File: src/rtl/dss_pkg.sv
// ----------------------------------------------------------------------------
// dss_pkg
// Shared types, codes and constants of the drum step sequencer.
// ----------------------------------------------------------------------------
package dss_pkg;

	// Q8 fraction word, 256 means one
	typedef logic [8:0] q8_t;

	// Input operation codes
	localparam logic [1:0] OP_TICK    = 2'd0;
	localparam logic [1:0] OP_RETRIG  = 2'd1;
	localparam logic [1:0] OP_RESTART = 2'd2;
	localparam logic [1:0] OP_WRITE   = 2'd3;

	// Step entry fields
	localparam int NFLD = 7;
	localparam logic [2:0] FLD_ENABLE   = 3'd0;
	localparam logic [2:0] FLD_VOLUME   = 3'd1;
	localparam logic [2:0] FLD_PITCH    = 3'd2;
	localparam logic [2:0] FLD_LENGTH   = 3'd3;
	localparam logic [2:0] FLD_DURATION = 3'd4;
	localparam logic [2:0] FLD_CURVE_A  = 3'd5;
	localparam logic [2:0] FLD_CURVE_B  = 3'd6;

	// Play modes
	localparam logic [1:0] MODE_FWD  = 2'd0;
	localparam logic [1:0] MODE_PING = 2'd1;
	localparam logic [1:0] MODE_REV  = 2'd2;
	localparam logic [1:0] MODE_RAND = 2'd3;

	// Configuration register indexes
	localparam logic [1:0] REG_BEAT = 2'd0;
	localparam logic [1:0] REG_TICK = 2'd1;
	localparam logic [1:0] REG_LAST = 2'd2;
	localparam logic [1:0] REG_MODE = 2'd3;

	// Constants of the envelope
	localparam q8_t         Q8_ONE   = 9'd256;
	localparam q8_t         Q8_HALF  = 9'd128;
	localparam logic [11:0] LEN_BASE = 12'd2816;
	localparam q8_t         P_MAX    = 9'd230;
	localparam logic [15:0] LFSR_SEED = 16'hACE1;

	// Serial divider widths
	localparam int DIV_NW = 32;
	localparam int DIV_DW = 26;
	localparam int DIV_CW = 6;

	typedef struct packed {
		logic              start;
		logic [DIV_CW-1:0] nbits;
		logic [DIV_NW-1:0] num;
		logic [DIV_DW-1:0] den;
		logic [DIV_DW-1:0] rem0;
	} div_req_t;

	typedef struct packed {
		logic              done;
		logic [DIV_NW-1:0] quo;
		logic [DIV_DW-1:0] rem;
	} div_rsp_t;

	// Step length in quarter beats by duration class
	function automatic logic [4:0] quarter_beats(input logic [2:0] di);
		logic [4:0] r;
		case (di)
			3'd0: r = 5'd1;
			3'd1: r = 5'd2;
			3'd2: r = 5'd4;
			3'd3: r = 5'd8;
			3'd4: r = 5'd12;
			default: r = 5'd16;
		endcase
		return r;
	endfunction

	// Value of a step field before it is first written
	function automatic q8_t field_reset(input logic [2:0] f);
		q8_t r;
		case (f)
			FLD_VOLUME:   r = Q8_ONE;
			FLD_PITCH:    r = Q8_HALF;
			FLD_LENGTH:   r = Q8_ONE;
			FLD_DURATION: r = Q8_HALF;
			default:      r = 9'd0;
		endcase
		return r;
	endfunction

endpackage

File: src/rtl/dss_ram.sv
// ----------------------------------------------------------------------------
// dss_ram
// Generic simple dual-port RAM, one write and one registered read port.
// ----------------------------------------------------------------------------
module dss_ram #(
	parameter int WIDTH = 9,
	parameter int DEPTH = 16
) (
	input  logic                     clk,
	input  logic                     we,
	input  logic [$clog2(DEPTH)-1:0] waddr,
	input  logic [WIDTH-1:0]         wdata,
	input  logic [$clog2(DEPTH)-1:0] raddr,
	output logic [WIDTH-1:0]         rdata
);

	logic [WIDTH-1:0] mem_q [DEPTH];

	// Write and read the array
	always_ff @(posedge clk) begin
		if (we) begin
			mem_q[waddr] <= wdata;
		end
		rdata <= mem_q[raddr];
	end

endmodule

File: src/rtl/dss_div.sv
// ----------------------------------------------------------------------------
// dss_div
// Bit-serial restoring divider, one quotient bit per cycle.
// ----------------------------------------------------------------------------
module dss_div (
	input  logic              clk,
	input  logic              arst_n,
	input  dss_pkg::div_req_t req,
	output dss_pkg::div_rsp_t rsp
);

	logic                       busy_q;
	logic                       done_q;
	logic [dss_pkg::DIV_CW-1:0] cnt_q;
	logic [dss_pkg::DIV_DW-1:0] r_q;
	logic [dss_pkg::DIV_NW-1:0] q_q;
	logic [dss_pkg::DIV_DW-1:0] den_q;
	logic [dss_pkg::DIV_DW:0]   trial;
	logic                       qbit;
	logic [dss_pkg::DIV_DW-1:0] r_next;

	// Trial subtract of the shifted partial remainder
	always_comb begin
		trial  = {r_q, q_q[dss_pkg::DIV_NW-1]};
		qbit   = (trial >= {1'b0, den_q});
		r_next = qbit ? dss_pkg::DIV_DW'(trial - {1'b0, den_q})
			: trial[dss_pkg::DIV_DW-1:0];
	end

	// Load on start, then shift one bit a cycle
	always_ff @(posedge clk or negedge arst_n) begin
		if (!arst_n) begin
			busy_q <= 1'b0;
			done_q <= 1'b0;
			cnt_q  <= '0;
		end else begin
			done_q <= busy_q && (cnt_q == dss_pkg::DIV_CW'(1));
			if (req.start) begin
				busy_q <= 1'b1;
				cnt_q  <= req.nbits;
			end else if (busy_q) begin
				cnt_q <= cnt_q - 1'b1;
				if (cnt_q == dss_pkg::DIV_CW'(1)) begin
					busy_q <= 1'b0;
				end
			end
		end
	end

	always_ff @(posedge clk) begin
		if (req.start) begin
			r_q   <= req.rem0;
			q_q   <= req.num;
			den_q <= req.den;
		end else if (busy_q) begin
			r_q <= r_next;
			q_q <= {q_q[dss_pkg::DIV_NW-2:0], qbit};
		end
	end

	assign rsp.done = done_q;
	assign rsp.quo  = q_q;
	assign rsp.rem  = r_q;

endmodule

File: src/rtl/drum_step_sequencer.sv
// ----------------------------------------------------------------------------
// drum_step_sequencer
// Step sequencer with per-step parameters, four play modes and an envelope.
// ----------------------------------------------------------------------------
// One input word gives one result word, and a new word is taken only once the
// previous one has gone through; a stalled receiver holds the block before it
// goes idle. Nearly all of the work is done by the shared bit-serial divider,
// which finds the envelope period, the elapsed time modulo that period, the
// progress fraction (skipped when that remainder is at least twice the beat)
// and, for a tick that advances in random mode, the random step. Step
// parameters live in one RAM per field with valid bits, so no clearing pass
// follows reset.
// Configuration is taken only while no word is in progress.
module drum_step_sequencer #(
	parameter int STEPS = 16
) (
	input  logic        clk,
	input  logic        arst_n,
	input  logic        cfg_valid,
	output logic        cfg_ready,
	input  logic [1:0]  cfg_index,
	input  logic [23:0] cfg_data,
	input  logic        in_valid,
	output logic        in_ready,
	input  logic [1:0]  op,
	input  logic [3:0]  entry_index,
	input  logic [2:0]  field_select,
	input  logic [8:0]  value,
	output logic        out_valid,
	input  logic        out_ready,
	output logic [3:0]  step_index,
	output logic        advanced,
	output logic        trigger,
	output logic [8:0]  pitch_out,
	output logic [8:0]  gain_out,
	output logic [8:0]  curve_a_out,
	output logic [8:0]  curve_b_out
);

	localparam int AW = (STEPS > 1) ? $clog2(STEPS) : 1;

	localparam logic [3:0] S_IDLE  = 4'd0;
	localparam logic [3:0] S_APPLY = 4'd1;
	localparam logic [3:0] S_RD    = 4'd2;
	localparam logic [3:0] S_CHK   = 4'd3;
	localparam logic [3:0] S_RND   = 4'd4;
	localparam logic [3:0] S_MUL   = 4'd5;
	localparam logic [3:0] S_L5    = 4'd6;
	localparam logic [3:0] S_W5    = 4'd7;
	localparam logic [3:0] S_LM    = 4'd8;
	localparam logic [3:0] S_WM    = 4'd9;
	localparam logic [3:0] S_LP    = 4'd10;
	localparam logic [3:0] S_WP    = 4'd11;
	localparam logic [3:0] S_GAIN  = 4'd12;
	localparam logic [3:0] S_OUT   = 4'd13;

	// Configuration registers
	logic [23:0] beat_q;
	logic [15:0] tick_q;
	logic [3:0]  last_q;
	logic [1:0]  mode_q;

	// Sequencer state
	logic [3:0]  state_q;
	logic [31:0] elapsed_q;
	logic [3:0]  cur_q;
	logic        down_q;
	logic        retrig_q;
	logic [15:0] lfsr_q;
	logic        chk_done_q;
	logic        adv_q;
	logic        trig_q;

	// Latched item
	logic [1:0]  op_q;
	logic [3:0]  idx_q;
	logic [2:0]  sel_q;
	dss_pkg::q8_t val_q;

	// Envelope datapath
	logic [35:0]  x_q;
	logic [25:0]  mod_q;
	logic [25:0]  rem_q;
	logic         pz_q;
	dss_pkg::q8_t p_q;
	dss_pkg::q8_t gain_q;

	// Step field storage
	logic [STEPS-1:0] vld_q [dss_pkg::NFLD];
	logic             vld_rd_q [dss_pkg::NFLD];
	dss_pkg::q8_t     rd_raw [dss_pkg::NFLD];
	dss_pkg::q8_t     fld [dss_pkg::NFLD];
	logic             wr_ok;

	dss_pkg::div_req_t div_req;
	dss_pkg::div_rsp_t div_rsp;

	logic [23:0] beat_eff;
	logic [3:0]  top;
	logic [10:0] d5;
	logic [2:0]  di;
	logic [28:0] need;
	logic        hit;
	logic [4:0]  cur_inc;
	logic [3:0]  nxt_cur;
	logic        nxt_down;
	logic        nxt_retrig;
	logic [15:0] lfsr_next;
	logic [32:0] sum;
	logic [11:0] kmul;
	logic [25:0] q5;
	logic [17:0] gprod;

	assign cfg_ready = (state_q == S_IDLE);
	assign in_ready  = (state_q == S_IDLE);
	assign wr_ok     = (state_q == S_APPLY) && (op_q == dss_pkg::OP_WRITE)
		&& ({3'b0, idx_q} < 7'(STEPS));

	// One RAM per step field, valid bits stand in for the reset values
	for (genvar f = 0; f < dss_pkg::NFLD; f++) begin : g_fld
		localparam int FW = (f == 0) ? 1 : 9;
		logic          we_f;
		logic [FW-1:0] wd_f;
		logic [FW-1:0] rd_f;

		assign we_f = wr_ok && (sel_q == 3'(f));
		assign wd_f = (f == 0) ? FW'(val_q > dss_pkg::Q8_HALF) : FW'(val_q);

		dss_ram #(.WIDTH(FW), .DEPTH(STEPS)) u_ram (
			.clk  (clk),
			.we   (we_f),
			.waddr(AW'(idx_q)),
			.wdata(wd_f),
			.raddr(AW'(cur_q)),
			.rdata(rd_f)
		);

		assign rd_raw[f] = 9'(rd_f);
		assign fld[f]    = vld_rd_q[f] ? rd_raw[f] : dss_pkg::field_reset(3'(f));

		always_ff @(posedge clk or negedge arst_n) begin
			if (!arst_n) begin
				vld_q[f]    <= '0;
				vld_rd_q[f] <= 1'b0;
			end else begin
				if (we_f) begin
					vld_q[f][AW'(idx_q)] <= 1'b1;
				end
				vld_rd_q[f] <= vld_q[f][AW'(cur_q)];
			end
		end
	end

	dss_div u_div (
		.clk   (clk),
		.arst_n(arst_n),
		.req   (div_req),
		.rsp   (div_rsp)
	);

	// Advance test and next-step selection
	always_comb begin
		beat_eff  = (beat_q == 24'd0) ? 24'd1 : beat_q;
		top       = ({3'b0, last_q} > 7'(STEPS - 1)) ? 4'(STEPS - 1) : last_q;
		d5        = 11'(fld[dss_pkg::FLD_DURATION] * 4'd5);
		di        = (d5[10:8] > 3'd5) ? 3'd5 : d5[10:8];
		need      = 29'(beat_eff * dss_pkg::quarter_beats(di));
		hit       = ({elapsed_q, 2'b00} >= 34'(need)) || retrig_q;
		sum       = {1'b0, elapsed_q} + 33'(tick_q);
		lfsr_next = {lfsr_q[0] ^ lfsr_q[2] ^ lfsr_q[3] ^ lfsr_q[5], lfsr_q[15:1]};
		cur_inc   = {1'b0, cur_q} + 5'd1;

		nxt_cur    = cur_q;
		nxt_down   = down_q;
		nxt_retrig = retrig_q;
		case (mode_q)
			dss_pkg::MODE_FWD: begin
				if (cur_inc > {1'b0, top} || retrig_q) begin
					nxt_cur    = 4'd0;
					nxt_retrig = 1'b0;
				end else begin
					nxt_cur = cur_inc[3:0];
				end
			end
			dss_pkg::MODE_PING: begin
				if (!down_q) begin
					if (cur_inc > {1'b0, top}) begin
						nxt_cur  = top;
						nxt_down = 1'b1;
					end else if (retrig_q) begin
						nxt_cur    = 4'd0;
						nxt_down   = 1'b0;
						nxt_retrig = 1'b0;
					end else begin
						nxt_cur = cur_inc[3:0];
					end
				end else begin
					if (cur_q != 4'd0 && (cur_q - 4'd1) > top) begin
						nxt_cur  = top;
						nxt_down = 1'b1;
					end else if (cur_q == 4'd0 || retrig_q) begin
						nxt_cur    = 4'd0;
						nxt_down   = 1'b0;
						nxt_retrig = 1'b0;
					end else begin
						nxt_cur = cur_q - 4'd1;
					end
				end
			end
			dss_pkg::MODE_REV: begin
				if (cur_q == 4'd0 || retrig_q) begin
					nxt_cur    = top;
					nxt_retrig = 1'b0;
				end else begin
					nxt_cur = cur_q - 4'd1;
				end
			end
			default: begin
				nxt_retrig = 1'b0;
			end
		endcase

		kmul  = dss_pkg::LEN_BASE - 12'(fld[dss_pkg::FLD_LENGTH] * 4'd10);
		q5    = div_rsp.quo[25:0];
		gprod = 18'((dss_pkg::Q8_ONE - p_q) * fld[dss_pkg::FLD_VOLUME]);
	end

	// Launch the shared divider
	always_comb begin
		div_req = '0;
		div_req.den = 26'd1;
		case (state_q)
			S_CHK: begin
				if (chk_done_q == 1'b0 && op_q == dss_pkg::OP_TICK && hit
					&& mode_q == dss_pkg::MODE_RAND) begin
					div_req.start = 1'b1;
					div_req.nbits = 6'd16;
					div_req.num   = {lfsr_next, 16'd0};
					div_req.den   = 26'({1'b0, top} + 5'd1);
				end
			end
			S_L5: begin
				div_req.start = 1'b1;
				div_req.nbits = 6'd27;
				div_req.num   = {x_q[35:9], 5'd0};
				div_req.den   = 26'd5;
			end
			S_LM: begin
				div_req.start = 1'b1;
				div_req.nbits = 6'd32;
				div_req.num   = elapsed_q;
				div_req.den   = mod_q;
			end
			S_LP: begin
				if (rem_q < {1'b0, beat_eff, 1'b0}) begin
					div_req.start = 1'b1;
					div_req.nbits = 6'd9;
					div_req.num   = {rem_q[0], 31'd0};
					div_req.den   = 26'(beat_eff);
					div_req.rem0  = {1'b0, rem_q[25:1]};
				end
			end
			default: begin
			end
		endcase
	end

	// Configuration writes
	always_ff @(posedge clk or negedge arst_n) begin
		if (!arst_n) begin
			beat_q <= 24'd27429;
			tick_q <= 16'd1486;
			last_q <= 4'd15;
			mode_q <= dss_pkg::MODE_FWD;
		end else if (cfg_valid && cfg_ready) begin
			case (cfg_index)
				dss_pkg::REG_BEAT: beat_q <= cfg_data;
				dss_pkg::REG_TICK: tick_q <= cfg_data[15:0];
				dss_pkg::REG_LAST: last_q <= cfg_data[3:0];
				dss_pkg::REG_MODE: mode_q <= cfg_data[1:0];
				default: begin
				end
			endcase
		end
	end

	// Item sequencer
	always_ff @(posedge clk or negedge arst_n) begin
		if (!arst_n) begin
			state_q    <= S_IDLE;
			elapsed_q  <= '0;
			cur_q      <= '0;
			down_q     <= 1'b0;
			retrig_q   <= 1'b0;
			lfsr_q     <= dss_pkg::LFSR_SEED;
			chk_done_q <= 1'b0;
			adv_q      <= 1'b0;
			out_valid  <= 1'b0;
		end else begin
			// Drop a taken word unless a new one replaces it
			if (out_valid && out_ready && state_q != S_OUT) begin
				out_valid <= 1'b0;
			end
			case (state_q)
				S_IDLE: begin
					if (in_valid) begin
						state_q    <= S_APPLY;
						chk_done_q <= 1'b0;
						adv_q      <= 1'b0;
					end
				end
				S_APPLY: begin
					case (op_q)
						dss_pkg::OP_TICK: begin
							elapsed_q <= sum[32] ? 32'hFFFF_FFFF : sum[31:0];
						end
						dss_pkg::OP_RETRIG: begin
							cur_q    <= 4'd0;
							retrig_q <= 1'b1;
						end
						dss_pkg::OP_RESTART: begin
							elapsed_q <= '0;
							cur_q     <= 4'd0;
						end
						default: begin
						end
					endcase
					state_q <= S_RD;
				end
				S_RD: begin
					state_q <= (op_q == dss_pkg::OP_TICK && !chk_done_q) ? S_CHK : S_MUL;
				end
				S_CHK: begin
					chk_done_q <= 1'b1;
					if (hit) begin
						elapsed_q <= '0;
						adv_q     <= 1'b1;
						down_q    <= nxt_down;
						retrig_q  <= nxt_retrig;
						if (mode_q == dss_pkg::MODE_RAND) begin
							lfsr_q  <= lfsr_next;
							state_q <= S_RND;
						end else begin
							cur_q   <= nxt_cur;
							state_q <= S_RD;
						end
					end else begin
						state_q <= S_MUL;
					end
				end
				S_RND: begin
					if (div_rsp.done) begin
						cur_q   <= div_rsp.rem[3:0];
						state_q <= S_RD;
					end
				end
				S_MUL:  state_q <= S_L5;
				S_L5:   state_q <= S_W5;
				S_W5:   if (div_rsp.done) state_q <= S_LM;
				S_LM:   state_q <= S_WM;
				S_WM:   if (div_rsp.done) state_q <= S_LP;
				S_LP:   state_q <= div_req.start ? S_WP : S_GAIN;
				S_WP:   if (div_rsp.done) state_q <= S_GAIN;
				S_GAIN: state_q <= S_OUT;
				S_OUT: begin
					if (!out_valid || out_ready) begin
						out_valid <= 1'b1;
						state_q   <= S_IDLE;
					end
				end
				default: state_q <= S_IDLE;
			endcase
		end
	end

	// Payload registers
	always_ff @(posedge clk) begin
		if (in_valid && in_ready) begin
			op_q  <= op;
			idx_q <= entry_index;
			sel_q <= field_select;
			val_q <= (value > dss_pkg::Q8_ONE) ? dss_pkg::Q8_ONE : value;
		end
		if (state_q == S_MUL) begin
			x_q    <= 36'(beat_eff * kmul);
			trig_q <= adv_q && fld[dss_pkg::FLD_ENABLE][0];
		end
		if (state_q == S_W5 && div_rsp.done) begin
			mod_q <= (q5 < 26'd256) ? 26'd256 : q5;
		end
		if (state_q == S_WM && div_rsp.done) begin
			rem_q <= div_rsp.rem;
		end
		if (state_q == S_LP) begin
			pz_q <= !div_req.start;
		end
		if (state_q == S_WP && div_rsp.done) begin
			p_q <= div_rsp.quo[8:0];
		end
		if (state_q == S_GAIN) begin
			gain_q <= (pz_q || p_q > dss_pkg::P_MAX) ? 9'd0 : gprod[16:8];
		end
		if (state_q == S_OUT && (!out_valid || out_ready)) begin
			step_index  <= cur_q;
			advanced    <= adv_q;
			trigger     <= trig_q;
			pitch_out   <= fld[dss_pkg::FLD_PITCH];
			gain_out    <= gain_q;
			curve_a_out <= fld[dss_pkg::FLD_CURVE_A];
			curve_b_out <= fld[dss_pkg::FLD_CURVE_B];
		end
	end

endmodule

File: config.mk
export PLATFORM = sky130hd
export DESIGN_NAME = drum_step_sequencer
export DESIGN_NICKNAME = d
export VERILOG_FILES = /design/src/rtl/dss_pkg.sv /design/src/rtl/dss_ram.sv /design/src/rtl/dss_div.sv /design/src/rtl/drum_step_sequencer.sv
export SDC_FILE = /design/constraint.sdc
export NUM_CORES = 2
export LEC_CHECK = 0
export BUFFER_PORTS_ARGS = -buffer_cell sky130_fd_sc_hd__buf_2
export CAP_MARGIN = 5
export CORE_ASPECT_RATIO = 0.6
export CORE_MARGIN = 2
export CORE_UTILIZATION = 35
export DETAILED_ROUTE_END_ITERATION = 10
export GPL_ROUTABILITY_DRIVEN = 1
export HOLD_SLACK_MARGIN = 0.03
export PLACE_DENSITY = 0.51
export SLEW_MARGIN = 0
export SYNTH_ARGS = -nofsm -noshare
export SYNTH_HDL_FRONTEND = slang
export SYNTH_SLANG_ARGS = --single-unit
File: constraint.sdc
create_clock -name clk -period 18.1 [get_ports clk]
set_input_delay 3.62 -clock clk [delete_from_list [all_inputs] [get_ports clk]]
set_output_delay 3.62 -clock clk [all_outputs]
set_load 0.01 [all_outputs]
==> impl_metrics.tcl <==
set metrics [dict create \
    status "finished, final reports clean" \
    ys_async_sr_fraction_pct 16.6 \
    nets 5981 \
    finalClockSkew_ns 0.0850 \
    dpl_cell_area_um2 77400 \
    portBuffers 93 \
    dpl.hpwl_mm 147 \
    period_share_pct 62.1 \
    synth_top_family_by_area "adder cells" \
    gr-usage-all-layers_pct 19.6 \
    antenna_found_initial 6 \
    final_layout_size_suffix_gt1_share_pct 17.9 \
    crit_path_frequent_cell "ha_1" \
    path_clk_slew_ns 0.08 \
    synth_area_per_cell_um2 14.2 \
    fin_cells 8175 \
    drtIter0Drc 4851 \
    period_needed_ns 11.25 \
    powerDensity_nw_per_um2 81.6 \
    grt_first_pass_wirelength_mm 307 \
    cp_max_fo 62 \
    critPathLaunchType "flip-flop" \
    numClockSinks 1412 \
    clkLatencyLatePin_ns 0.81 \
    rsz0062_at_grt "false" \
    synth-xor-area-share_pct 1.68 \
    dp.cells 7922 \
    num_rows 130 \
    p_leak_nw 31.0 \
    clock.fmax_ghz 0.0889 \
    core_um2 209000 \
    drt-pass1-iter-count 6 \
    cp-end-kind "flip-flop" \
    die_w_um 595 \
    syn_nets 5852 \
    cts.hold.buffers_added 0 \
    grt_pass1_vias 42600 \
    design_area_um2 81900 \
    grt.overflow.total 0 \
    area_delta_synth_final_pct 11.7 \
    wl_per_cell_um 25.6 \
    ctsResizeCount 0 \
    start_util_pct 35.1 \
    synth-simple-area-share_pct 8.78 \
    nFillCells 19400 \
    die_h_um 359 \
    yosys-mux-area-fraction_pct 10.7 \
    relSlewSlack_pct 17.0 \
    synth_edf_count 1123 \
    syn_area_um2 73300 \
    dieArea_um2 213000 \
    totalWireLength_mm 209 \
    grt_max_degree 138 \
    tns_ns 0 \
    slowest_stage "inv_4" \
    setup_viol 0 \
    worstHoldPathType "reg -> reg" \
    drv_slew 0 \
    ant_nets 0 \
    postCtsSetupRepairBufs 0 \
    cp_num_buf_inv 6 \
    yosysSeqAreaShare_pct 55.5 \
    syn-instance-count 5167 \
    cts_buffers 144 \
    synth-adder-area-share_pct 14.3 \
    tritoncts "yes" \
    vias 43600 \
    cts.path.max_buffers 4 \
    drv_cap 0 \
    ys_types 95 \
    critical-path-max-stage-delay_ns 0.64 \
    required_ns 18.64 \
    tightestPinTransition_ns 1.24 \
    synth-seq-cells 1412 \
    synth_compound_area_share_pct 5.32 \
    htreeDepth 4 \
    cts-root-buf "clkbuf_16" \
    via_per_inst 5.33 \
    cp_data_arrival_time_ns 11.79 \
    gp_congestion 0.887 \
    synth_ff_type "edfxtp_1" \
    pin_count 94 \
    vdd_drop_max_mv 0.0630 \
    crit_type "reg -> reg" \
    cpLargestDelayFamily "compound AO/OA/AOI/OAI gates" \
    ys_warn_count 0 \
    hold_viol 0 \
    route.detailed.drc 0 \
]
-- through the flow --
stage / power (mW) / hold WS [ns] / utilization [%] / setup slack (ns)
2_1_floorplan: 3.71 / 0.400 / - / 7.44
3_5_place_dp: 3.84 / 0.406 / 37.1 / 7.04
3_3_place_gp: 3.83 / 0.402 / 37.1 / 6.97
4_1_cts: 6.75 / 0.395 / 39.2 / 7.01
5_1_grt: 6.90 / 0.404 / 39.2 / 6.27
6_report: 6.68 / 0.400 / 39.2 / 6.85
-- per-layer routing --
metal / vias to the layer above / track usage, % / routed length, um
li1: 19000 / - / -
met1: 22800 / 33.1 / 109000
met2: 1614 / 25.1 / 79200
met3: 184 / 4.42 / 18300
met4: 2 / 3.08 / 2660
met5: - / 0 / 11
-- area by class of cell --
cell class              count  area (um2)  area share, %
inverters                 491        1850           2.25
diodes                      4        10.0         0.0122
flip-flops and latches   1412       40700           49.7
clock buffers             187        3920           4.78
clock inverters            62         523          0.639
multi-input cells        3028       30000           36.6
repair buffers            219        1430           1.75
well taps                2772        3470           4.24
-- power breakdown --
group | total [mW] | internal [mW] | switching, mW
logic | 0.255 | 0.0688 | 0.186
clock network | 2.91 | 1.62 | 1.29
registers | 3.51 | 3.50 | 0.00983
total | 6.68 | 5.19 | 1.49
-- worst reg2reg max path, delay by kind of cell, from the launching register on --
kind | cells | cell delay [ns]
compound gates | 18 | 4.43
xor+xnor | 1 | 0.11
fa+ha+maj | 7 | 2.83
buf+inv | 6 | 1.62
flops | 1 | 0.47
mux | 1 | 0.43
simple gates | 6 | 1.15
-- cell families after synthesis --
group	Yosys count
simple gates	1302
compound gates	562
xor+xnor	141
fa+ha+maj	636
mux	387
flops	1412
buf+inv	727
-- cells in the final DEF (no fill, tap or decap), types with 60 or more instances in the layout --
cell / n
edfxtp_1: 1123
inv_1: 490
fa_1: 332
nor2_1: 330
nand2_1: 327
mux4_2: 310
ha_1: 304
dfrtp_1: 203
and2_1: 180
clkbuf_16: 146
buf_4: 125
or2_2: 121
a21oi_1: 112
o21ai_0: 95
buf_2: 92
nand3_1: 80
xnor2_1: 74
a21o_1: 64
xor2_1: 60
-- flip-flops by register name (all words and copies together), names as in the netlist, 27 cells and up --
| register | count |
|---|---|
| vld_q | 112 |
| g_fld.u_ram.rdata | 55 |
| x_q | 27 |
| g_fld.u_ram.mem_q | 880 |
| u_div.q_q | 32 |
| elapsed_q | 32 |
-- Yosys cell counts (all sizes together) (27+ instances only) --
master / n / area [um2]
edfxtp: 1123 / 33700
inv: 491 / 1850
nor2: 334 / 1250
fa: 332 / 6650
nand2: 329 / 1240
mux4: 310 / 6980
ha: 304 / 3800
dfrtp: 207 / 5180
clkbuf: 187 / 702
and2: 180 / 1130
o21ai: 122 / 611
or2: 121 / 757
a21oi: 113 / 569
nand3: 80 / 400
xnor2: 80 / 701
a21o: 64 / 480
xor2: 61 / 534
dfxtp: 55 / 1100
buf: 49 / 226
nor4: 47 / 300
mux2: 43 / 484
nor3: 43 / 243
a22o: 42 / 368
nor2b: 39 / 244
mux2i: 34 / 353
and3: 32 / 200
dfstp: 27 / 709
nand2b: 27 / 169
o21a: 27 / 203
-- worst paths after layout --
check | cells past startpoint | slack, ns | endpoint | start
min | 0 | 0.40 | gain_out[0]$_DFFE_PP_ | gain_q[0]$_SDFFCE_PP0N_
min in group asynchronous | 1 | 2.80 | vld_q[8]$_DFFE_PN0P_ | arst_n
min reg2reg | 0 | 0.40 | gain_out[0]$_DFFE_PP_ | gain_q[0]$_SDFFCE_PP0N_
max reg2reg | 39 | 6.85 | u_div.q_q[31]$_DFFE_PP_ | vld_rd_q[2]$_DFF_PN0_
max in group asynchronous | 3 | 13.11 | elapsed_q[1]$_DFFE_PN0P_ | arst_n
max | 39 | 6.85 | u_div.q_q[31]$_DFFE_PP_ | vld_rd_q[2]$_DFF_PN0_
No activity file was read; power rests on OpenSTA's default activity.
